<file path="src/hdl/smc_pkg.sv">
`timescale 1ns / 1ps
package smc_pkg;

	localparam int RAM_WORDS     = 64;
	localparam int DISK_WORDS    = 128;
	localparam int NUM_PROCS     = 4;
	localparam int WORD_BITS     = 32;
	localparam int SWAP_OVERHEAD = 7;

	localparam int KIND_W   = 3;
	localparam int ID_W     = 3;
	localparam int ADDR_W   = 7;
	localparam int FIELD_W  = 6;
	localparam int SLOT_W   = 7;
	localparam int STATUS_W = 3;
	localparam int DATA_W   = 32;

	localparam int RAM_AW  = $clog2(RAM_WORDS);
	localparam int DISK_AW = $clog2(DISK_WORDS);
	localparam int PID_W   = (NUM_PROCS > 1) ? $clog2(NUM_PROCS) : 1;
	localparam int SCAN_W  = ((DISK_AW > RAM_AW) ? DISK_AW : RAM_AW) + 1;
	localparam int SRC_W   = $clog2(DISK_WORDS + SWAP_OVERHEAD + (1 << FIELD_W));
	localparam int CNT_W   = FIELD_W + 2;
	localparam int NEXT_W  = RAM_AW + 1;
	localparam int STEP_W  = PID_W + 1;

	typedef enum logic [KIND_W-1:0] {
		K_WRITE_RAM = 3'd0,
		K_READ_RAM  = 3'd1,
		K_READ_DISK = 3'd2,
		K_SET_PROC  = 3'd3,
		K_SWAP_OUT  = 3'd4,
		K_SWAP_IN   = 3'd5,
		K_COMPACT   = 3'd6,
		K_QUERY     = 3'd7
	} kind_t;

	typedef enum logic [STATUS_W-1:0] {
		ST_OK           = 3'd0,
		ST_RESIDENT     = 3'd1,
		ST_NOT_RESIDENT = 3'd2,
		ST_NO_SPACE     = 3'd3,
		ST_DISK_FULL    = 3'd4,
		ST_BAD          = 3'd5
	} st_t;

	typedef enum logic [3:0] {
		CMD_NONE,
		CMD_LOAD,
		CMD_WRITE_RAM,
		CMD_SET_PROC,
		CMD_SCAN_START,
		CMD_SCAN_STEP,
		CMD_SO_BEGIN,
		CMD_SI_BEGIN,
		CMD_COPY_RD,
		CMD_COPY_WR,
		CMD_CLEAR,
		CMD_CMP_START,
		CMD_CMP_MOVE,
		CMD_RESULT
	} cmd_op_t;

	typedef struct packed {
		cmd_op_t op;
		logic    st_we;
		st_t     st_code;
	} dp_cmd_t;

	typedef struct packed {
		kind_t kind;
		logic  id_ok;
		logic  ram_addr_ok;
		logic  disk_addr_ok;
		logic  region_ok;
		logic  resident;
		logic  slot_valid;
		logic  scan_free;
		logic  scan_last;
		logic  scan_fits;
		logic  cnt_last;
		logic  clr_done;
		logic  cmp_found;
		logic  cmp_move;
		logic  cmp_done;
	} dp_flags_t;

endpackage

</file>
<file path="src/hdl/smc_ctrl.sv">
`timescale 1ns / 1ps
module smc_ctrl (
	input  logic               clk,
	input  logic               arst_n,
	input  logic               in_valid,
	output logic               in_ready,
	output logic               out_valid,
	input  logic               out_ready,
	input  smc_pkg::dp_flags_t flags,
	output smc_pkg::dp_cmd_t   cmd
);
	import smc_pkg::*;

	typedef enum logic [2:0] {
		S_IDLE,
		S_DECODE,
		S_SCAN,
		S_COPY_RD,
		S_COPY_WR,
		S_CLEAR,
		S_CMP_SEL,
		S_RESULT
	} state_t;

	state_t state_q, state_d;
	logic   out_valid_q;
	logic   need_id, fire;

	assign in_ready  = (state_q == S_IDLE);
	assign out_valid = out_valid_q;
	assign need_id   = flags.kind == K_SET_PROC || flags.kind == K_SWAP_OUT
		|| flags.kind == K_SWAP_IN || flags.kind == K_QUERY;
	assign fire      = (state_q == S_RESULT) && (!out_valid_q || out_ready);

	always_comb begin
		cmd.op      = CMD_NONE;
		cmd.st_we   = 1'b0;
		cmd.st_code = ST_OK;
		state_d     = state_q;
		unique case (state_q)
			S_IDLE: begin
				if (in_valid) begin
					cmd.op  = CMD_LOAD;
					state_d = S_DECODE;
				end
			end
			S_DECODE: begin
				state_d = S_RESULT;
				if (need_id && !flags.id_ok) begin
					cmd.st_we   = 1'b1;
					cmd.st_code = ST_BAD;
				end else begin
					unique case (flags.kind)
						K_WRITE_RAM: begin
							if (flags.ram_addr_ok) begin
								cmd.op = CMD_WRITE_RAM;
							end else begin
								cmd.st_we   = 1'b1;
								cmd.st_code = ST_BAD;
							end
						end
						K_READ_RAM: begin
							if (!flags.ram_addr_ok) begin
								cmd.st_we   = 1'b1;
								cmd.st_code = ST_BAD;
							end
						end
						K_READ_DISK: begin
							if (!flags.disk_addr_ok) begin
								cmd.st_we   = 1'b1;
								cmd.st_code = ST_BAD;
							end
						end
						K_SET_PROC: begin
							if (flags.region_ok) begin
								cmd.op = CMD_SET_PROC;
							end else begin
								cmd.st_we   = 1'b1;
								cmd.st_code = ST_BAD;
							end
						end
						K_SWAP_OUT: begin
							if (!flags.resident) begin
								cmd.st_we   = 1'b1;
								cmd.st_code = ST_NOT_RESIDENT;
							end else begin
								cmd.op  = CMD_SCAN_START;
								state_d = S_SCAN;
							end
						end
						K_SWAP_IN: begin
							if (flags.resident) begin
								cmd.st_we   = 1'b1;
								cmd.st_code = ST_RESIDENT;
							end else if (!flags.slot_valid) begin
								cmd.st_we   = 1'b1;
								cmd.st_code = ST_NOT_RESIDENT;
							end else begin
								cmd.op  = CMD_SCAN_START;
								state_d = S_SCAN;
							end
						end
						K_COMPACT: begin
							cmd.op  = CMD_CMP_START;
							state_d = S_CMP_SEL;
						end
						K_QUERY: begin
						end
					endcase
				end
			end
			S_SCAN: begin
				if (flags.scan_free && flags.scan_fits) begin
					cmd.op  = (flags.kind == K_SWAP_OUT) ? CMD_SO_BEGIN : CMD_SI_BEGIN;
					state_d = S_COPY_RD;
				end else if (flags.scan_free || flags.scan_last) begin
					cmd.st_we   = 1'b1;
					cmd.st_code = (flags.kind == K_SWAP_OUT) ? ST_DISK_FULL : ST_NO_SPACE;
					state_d     = S_RESULT;
				end else begin
					cmd.op = CMD_SCAN_STEP;
				end
			end
			S_COPY_RD: begin
				cmd.op  = CMD_COPY_RD;
				state_d = S_COPY_WR;
			end
			S_COPY_WR: begin
				cmd.op = CMD_COPY_WR;
				if (!flags.cnt_last) begin
					state_d = S_COPY_RD;
				end else if (flags.kind == K_COMPACT) begin
					state_d = S_CLEAR;
				end else begin
					state_d = S_RESULT;
				end
			end
			S_CLEAR: begin
				if (flags.clr_done) begin
					state_d = S_CMP_SEL;
				end else begin
					cmd.op = CMD_CLEAR;
				end
			end
			S_CMP_SEL: begin
				if (!flags.cmp_done && flags.cmp_found) begin
					cmd.op  = CMD_CMP_MOVE;
					state_d = flags.cmp_move ? S_COPY_RD : S_CMP_SEL;
				end else begin
					state_d = S_RESULT;
				end
			end
			S_RESULT: begin
				if (fire) begin
					cmd.op  = CMD_RESULT;
					state_d = S_IDLE;
				end
			end
		endcase
	end

	always_ff @(posedge clk or negedge arst_n) begin
		if (!arst_n) begin
			state_q     <= S_IDLE;
			out_valid_q <= 1'b0;
		end else begin
			state_q <= state_d;
			if (fire) begin
				out_valid_q <= 1'b1;
			end else if (out_ready) begin
				out_valid_q <= 1'b0;
			end
		end
	end

endmodule

</file>
<file path="config.mk">
export PLATFORM = sky130hd
export DESIGN_NAME = smc_ctrl
export DESIGN_NICKNAME = d
export VERILOG_FILES = /design/src/hdl/smc_pkg.sv /design/src/hdl/smc_ctrl.sv
export SDC_FILE = /design/constraint.sdc
export NUM_CORES = 1
export LEC_CHECK = 0
export ABC_AREA = 1
export ABC_CLOCK_PERIOD_IN_PS = 2960
export BUFFER_PORTS_ARGS = -buffer_cell sky130_fd_sc_hd__buf_2
export CORE_ASPECT_RATIO = 0.9
export CORE_MARGIN = 2
export CORE_UTILIZATION = 30
export DETAILED_ROUTE_END_ITERATION = 8
export PLACE_DENSITY_LB_ADDON = 0.08
export SLEW_MARGIN = 10
export SYNTH_ARGS = -nofsm -noshare
export SYNTH_HDL_FRONTEND = slang
export SYNTH_SLANG_ARGS = --single-unit
export TNS_END_PERCENT = 30
</file>
<file path="constraint.sdc">
create_clock -name clk -period 2.96 [get_ports clk]
set_input_delay 0.148 -clock clk [delete_from_list [all_inputs] [get_ports clk]]
set_output_delay 0.148 -clock clk [all_outputs]
set_load 0.01 [all_outputs]
</file>
==> results of run 1 <==
==> timing repair <==
item / 4_1_cts / 5_1_grt
endpoints found under the hold margin: 4 / 0
buffers inserted: 0 / 0
hold buffers: 1 / 0
==> worst register-to-register path, cell delays in order, from the launching register on <==
cell	delay, ns
dfrtp_1	0.56
nand2_1	0.10
inv_1	0.10
nand3_1	0.13
o21ai_2	0.14
nor2_4	0.05
nand2_1	0.06
nand2_1	0.05
==> registers in the layout (all words and copies together), names as in the netlist <==
signal     cells
state_q        3
out_valid      1
==> kinds of logic (layout without fill, tap and decap cells) <==
kind of cell,after synthesis,after routing,share of synthesized area (%)
simple gates,89,89,60.5
compound gates,9,9,8.51
buf+inv,26,57,16.8
flops,4,4,14.2
==> area by class of cell <==
| type | instances | area share (%) |
|---|---|---|
| well taps | 27 | 3.78 |
| inverters | 23 | 10.2 |
| repair buffers | 31 | 17.9 |
| flip-flops and latches | 4 | 11.2 |
| multi-input cells | 98 | 54.4 |
| clock buffers | 3 | 2.52 |
==> worst max path at each step <==
stage / start / depth (start not counted) / end / slack (ns)
after floorplan: state_q[0]$_DFFE_PN0P_ / 7 / cmd[0] / 1.71
after global placement: state_q[0]$_DFFE_PN0P_ / 7 / cmd[0] / 1.49
after detailed placement: state_q[0]$_DFFE_PN0P_ / 7 / cmd[0] / 1.50
after CTS: state_q[0]$_DFFE_PN0P_ / 7 / cmd[0] / 1.25
after global routing: state_q[0]$_DFFE_PN0P_ / 7 / cmd[7] / 1.08
final: state_q[0]$_DFFE_PN0P_ / 7 / cmd[7] / 1.24
==> cell usage after synthesis <==
library cell | n | area (sq um)
nor2_1 | 18 | 67.6
buf_6 | 2 | 22.5
buf_2 | 1 | 5.00
nand2_2 | 3 | 18.8
inv_6 | 1 | 8.76
nand4_1 | 7 | 43.8
nor3_1 | 2 | 10.0
nor2_4 | 3 | 33.8
nand2_1 | 36 | 135
o21ai_1 | 1 | 5.00
o21ai_0 | 1 | 5.00
inv_1 | 19 | 71.3
dfrtp_1 | 4 | 100
o31ai_1 | 1 | 7.51
a21oi_2 | 1 | 8.76
nand3b_1 | 2 | 15.0
o21ai_2 | 1 | 8.76
nand2_4 | 1 | 11.3
a21oi_1 | 2 | 10.0
inv_2 | 3 | 11.3
o211ai_1 | 1 | 7.51
nand3_2 | 1 | 10.0
o21a_1 | 1 | 7.51
nand3_1 | 15 | 75.1
or2_1 | 1 | 6.26
==> report_power, final <==
group,internal [mW],switching [mW]
registers,0.0832,0.0619
clock network,0.0453,0.0217
logic,0.188,0.306
==> through the flow <==
| stage | instances | power (mW) |
|---|---|---|
| floorplan | 128 | 0.521 |
| global placement | 182 | 0.645 |
| detailed placement | 182 | 0.642 |
| CTS | 186 | 0.715 |
| global route | 186 | 0.800 |
| finish | 186 | 0.707 |
==> routing by layer <==
layer	GRT usage [%]	vias up
li1	-	468
met1	24.4	360
met2	23.8	21
met3	5.76	0
met4	2.44	0
met5	0	-
==> impl_metrics.csv, run 1 <==
group,metric,value,unit
power,power_density,790,nW/um^2
clocking,cts_sinks,4,
clocking,cts_buffer_depth,2,
layout,regArea,100,sq um
synthesis,ys_ff_latch,4,
sta,drv_slew,0,
synthesis,synth_cell_types,25,
detailed_routing,wl,1920,um
floorplan,dieArea,2760,sq um
detailed_routing,ant_nets,0,
placed_design,dpl_cell_area,862,sq um
clocking,path_clk_slew,0.04,ns
min_path,min_path_cells,4,
synthesis,ys_warn_count,0,
layout,final_common_cell,"nand2_1",
layout,nets,182,
critical_path,cp-end-kind,"output port",
layout,multiInputGateArea,487,sq um
synthesis,avgSynthCellArea,5.51,sq um
sta,slew_headroom,74.3,%
synthesis,syn_area,706,sq um
critical_path,cp-start-kind,"register",
grt,track_usage,16.7,%
grt,grt_antenna_before_repair,0,
critical_path,r2r_slack,1.66,ns
layout,final_cell_mix,"nand2_1, buf_2, inv_1",
placed_design,post-place-ws,1.50,ns
min_path,min-delay-start,"out_ready",
critical_path,crit_chain,"nand2_1, inv_1, nand2_1, nor2_1, a21oi_1, nand3_1, buf_2",
floorplan,start_util,32.0,%
critical_path,path_buf_inv,2,
layout,fillers,262,
sta,tns,0,ns
layout,syn_to_final_growth,26.8,%
critical_path,rr_startpoint,"state_q[0]$_DFFE_PN0P_",
layout,utilization,40.6,%
layout,final_area,895,sq um
floorplan,core,2200,sq um
detailed_routing,wl_met1,1060,um
min_path,hold_path_class,"input pin to register",
critical_path,slowest_stage,"dfrtp_1",
placed_design,gp_congestion,0.904,
grt,grt_first_pass_wirelength,3350,um
sta,worst_pin_slew,0.386,ns
detailed_routing,viasPerCell,4.56,
sta,layout_setup_ws,1.24,ns
critical_path,rr_worst_depth,7,
critical_path,critical_path_arrival,1.57,ns
placed_design,port_buffers,30,
critical_path,critPathTopFamily,"flip-flops",
layout,layout-drive-gt1-share,29.6,%
detailed_routing,remaining_drc_errors,0,
layout,diodes,0,
power,ir_drop,0.440,mV
min_path,min_to,"out_valid$_DFFE_PN0P_",
synthesis,synth-seq-area-share,14.2,%
sta,rsz0062_at_grt,"false",
sta,fin_skew,0.00146,ns
sta,finalSetupViolCount,0,
grt,grt_pass1_vias,801,
status,status,"finished clean",
critical_path,reg2reg_to,"state_q[2]$_DFFE_PN0P_",
sta,holdWs,0.174,ns
power,p_leak,0.536,nW
clocking,htree_num_levels,1,
detailed_routing,wl_met3,106,um
floorplan,design.portCount,31,
detailed_routing,wire_per_inst,10.3,um
floorplan,die_h,50.0,um
clocking,cts_root_buf,"clkbuf_4",
detailed_routing,dr_wl_met2,760,um
detailed_routing,drt_iter0_drc,13,
sta,hold_violations,0,
critical_path,cp_common_cell,"nand2_1",
clocking,tritoncts,"built",
flow_run,drv_cap,0,
critical_path,crit_fanout,8,
placed_design,place_hpwl,1670,um
detailed_routing,top_layer,"met3",
clocking,clk_latency,0.23,ns
synthesis,syn_nets,149,
synthesis,netlist_instances,128,
clocking,cts_buffers,3,
clocking,ctsResizeCount,0,
critical_path,worstPathRequired,2.81,ns
grt,grt_max_degree,9,
critical_path,crit_type,"register to output port",
sta,finalWorstPathRequiredPeriod,1.72,ns
critical_path,slowest_delay,0.56,ns
sta,post-route-period-util,58.1,%
sta,fmax,0.581,GHz
detailed_routing,dr.pass1.iters,4,
floorplan,die_width,55.1,um
detailed_routing,vias,849,
floorplan,core.rowCount,16,
grt,grt.overflow.total,0,
No activity file was read; power rests on OpenSTA's default activity.
==> inputs of run 2 (changes only) <==
--- a/config.mk
+++ b/config.mk
@@ -6,7 +6,7 @@
 export NUM_CORES = 1
 export LEC_CHECK = 0
 export ABC_AREA = 1
-export ABC_CLOCK_PERIOD_IN_PS = 2960
+export ABC_CLOCK_PERIOD_IN_PS = 1700
 export BUFFER_PORTS_ARGS = -buffer_cell sky130_fd_sc_hd__buf_2
 export CORE_ASPECT_RATIO = 0.9
 export CORE_MARGIN = 2
==> constraint.sdc (replaced) <==
create_clock -name clk -period 1.7 [get_ports clk]
set_input_delay 0.085 -clock clk [delete_from_list [all_inputs] [get_ports clk]]
set_output_delay 0.085 -clock clk [all_outputs]
set_load 0.01 [all_outputs]
==> run 2 against run 1 <==
Against the previous run: combinational power up 75%; sequential share of layout area increased by 0.20 points; clock power up 75%; register-to-register slack got worse by 1.2 ns; setup slack worse by 1.1 ns; cell count unchanged; sequential cell count unchanged; hold slack worse by 0.064 ns; critical path depth did not move; clock-buffer cell count stayed put; global-route usage is the same; non-clock buffer count unchanged; highest routed layer unchanged.
==> impl_metrics.csv, run 2 (synthesized netlist as in run 1, its figures left out) <==
group,metric,value,unit
placed_design,port_buffers,30,
power,total_power,1.24,mW
floorplan,die_h,50.0,um
critical_path,critPathTopFamily,"simple AND/OR/NAND/NOR gates",
layout,top_register,"state_q",
status,status,"finished clean",
clocking,cts_sinks,4,
floorplan,core,2200,sq um
grt,grt_pass1_vias,801,
critical_path,cp-end-kind,"output port",
layout,utilization,40.9,%
detailed_routing,wl,1930,um
critical_path,cp-start-kind,"register",
layout,regArea,103,sq um
critical_path,r2r_slack,0.46,ns
critical_path,reg2reg_to,"state_q[2]$_DFFE_PN0P_",
critical_path,worstPathRequired,1.62,ns
sta,drv_slew,0,
min_path,min_to,"out_valid$_DFFE_PN0P_",
critical_path,slowest_stage,"dfrtp_2",
detailed_routing,viasPerCell,4.55,
critical_path,crit_type,"register to output port",
floorplan,design.portCount,31,
sta,finalSetupViolCount,0,
flow_run,drv_cap,0,
critical_path,rr_worst_depth,6,
sta,slew_headroom,83.3,%
floorplan,dieArea,2760,sq um
power,ir_drop,0.780,mV
critical_path,crit_fanout,8,
min_path,hold_path_class,"input pin to register",
layout,largest_reg_flops,3,
sta,rsz0062_at_grt,"false",
sta,tns,0,ns
min_path,min_path_cells,4,
detailed_routing,dr.pass1.iters,4,
detailed_routing,wire_per_inst,10.4,um
power,power_density,1380,nW/um^2
clocking,htree_num_levels,1,
detailed_routing,vias,847,
clocking,path_clk_slew,0.04,ns
layout,syn_to_final_growth,27.7,%
layout,multiInputGateArea,490,sq um
placed_design,dpl_cell_area,862,sq um
critical_path,critical_path_arrival,1.50,ns
layout,final_common_cell,"nand2_1",
grt,grt.overflow.total,0,
sta,worst_pin_slew,0.249,ns
grt,grt_max_degree,9,
grt,grt_antenna_before_repair,0,
grt,track_usage,16.7,%
sta,fin_skew,0.00172,ns
layout,layout-drive-gt1-share,31.4,%
min_path,min-delay-start,"out_ready",
clocking,tritoncts,"built",
detailed_routing,drt_iter0_drc,10,
sta,post-route-period-util,93.2,%
layout,final_area,901,sq um
floorplan,die_width,55.1,um
sta,layout_setup_ws,0.115,ns
placed_design,place_hpwl,1670,um
critical_path,crit_cells,7,
floorplan,core.rowCount,16,
detailed_routing,ant_nets,0,
sta,finalWorstPathRequiredPeriod,1.59,ns
placed_design,gp_congestion,0.904,
floorplan,start_util,32.0,%
sta,fmax,0.631,GHz
power,p_leak,0.535,nW
layout,diodes,0,
critical_path,path_buf_inv,2,
placed_design,post-place-ws,0.307,ns
clocking,cts_root_buf,"clkbuf_4",
layout,final_cell_mix,"nand2_1, buf_2, inv_1",
critical_path,rr_startpoint,"state_q[2]$_DFFE_PN0P_",
sta,hold_violations,0,
layout,fillers,264,
grt,grt_first_pass_wirelength,3350,um
layout,nets,182,
clocking,clk_latency,0.23,ns
critical_path,crit_chain,"inv_6, nand2_2, nor2_4, nand2_1, or2_1, nand3_1, buf_2",
clocking,cts_buffer_depth,2,
clocking,cts_buffers,3,
detailed_routing,remaining_drc_errors,0,
critical_path,slowest_delay,0.48,ns
run 2: layer usage:
metal | track usage (%) | routed length, um | part of all wire [%] | vias up
met2 | 23.8 | 767 | 40 | 21
li1 | - | - | - | 468
met4 | 2.44 | 0 | 0 | 0
met3 | 5.76 | 112 | 5.8 | 0
met5 | 0 | 0 | 0 | -
met1 | 24.4 | 1050 | 54 | 358
run 2: tightest hold or removal path, cell delays in order:
cell and delay [ns]:
buf_2 0.07, nor2_1 0.05, inv_1 0.05, nand2_1 0.05
run 2: worst max path at each step:
| stage | endpoint | startpoint | slack [ns] |
|---|---|---|---|
| after floorplan | cmd[0] | state_q[0]$_DFFE_PN0P_ | 0.52 |
| after global placement | cmd[0] | state_q[0]$_DFFE_PN0P_ | 0.29 |
| after detailed placement | cmd[0] | state_q[0]$_DFFE_PN0P_ | 0.31 |
| after CTS | cmd[0] | state_q[0]$_DFFE_PN0P_ | 0.05 |
| after global routing | cmd[5] | state_q[2]$_DFFE_PN0P_ | 0.005 |
| final | cmd[0] | state_q[0]$_DFFE_PN0P_ | 0.11 |
run 2: metrics by stage:
step	instances	hold slack [ns]
6_report	186	0.110
5_1_grt	186	0.129
4_1_cts	186	0.110
3_5_place_dp	182	-0.103
3_3_place_gp	182	-0.107
2_1_floorplan	128	-0.211
run 2: power by group:
group / switching [mW] / internal [mW]
clock: 0.0381 / 0.0789
sequential: 0.108 / 0.151
combinational: 0.537 / 0.330
total: 0.683 / 0.560
run 2: timing repair:
action / 4_1_cts / 5_1_grt
gates resized for setup: 0 / 3
hold buffers: 1 / 0
hold endpoints to repair: 4 / 0
buffers inserted: 0 / 0
setup endpoints to repair: 0 / 7
run 2: cell type report:
class | count | share of cell area (%)
multi-input cells | 98 | 54.4
flip-flops and latches | 4 | 11.4
clock buffers | 3 | 2.50
inverters | 23 | 10.1
repair buffers | 31 | 17.8
well taps | 27 | 3.75
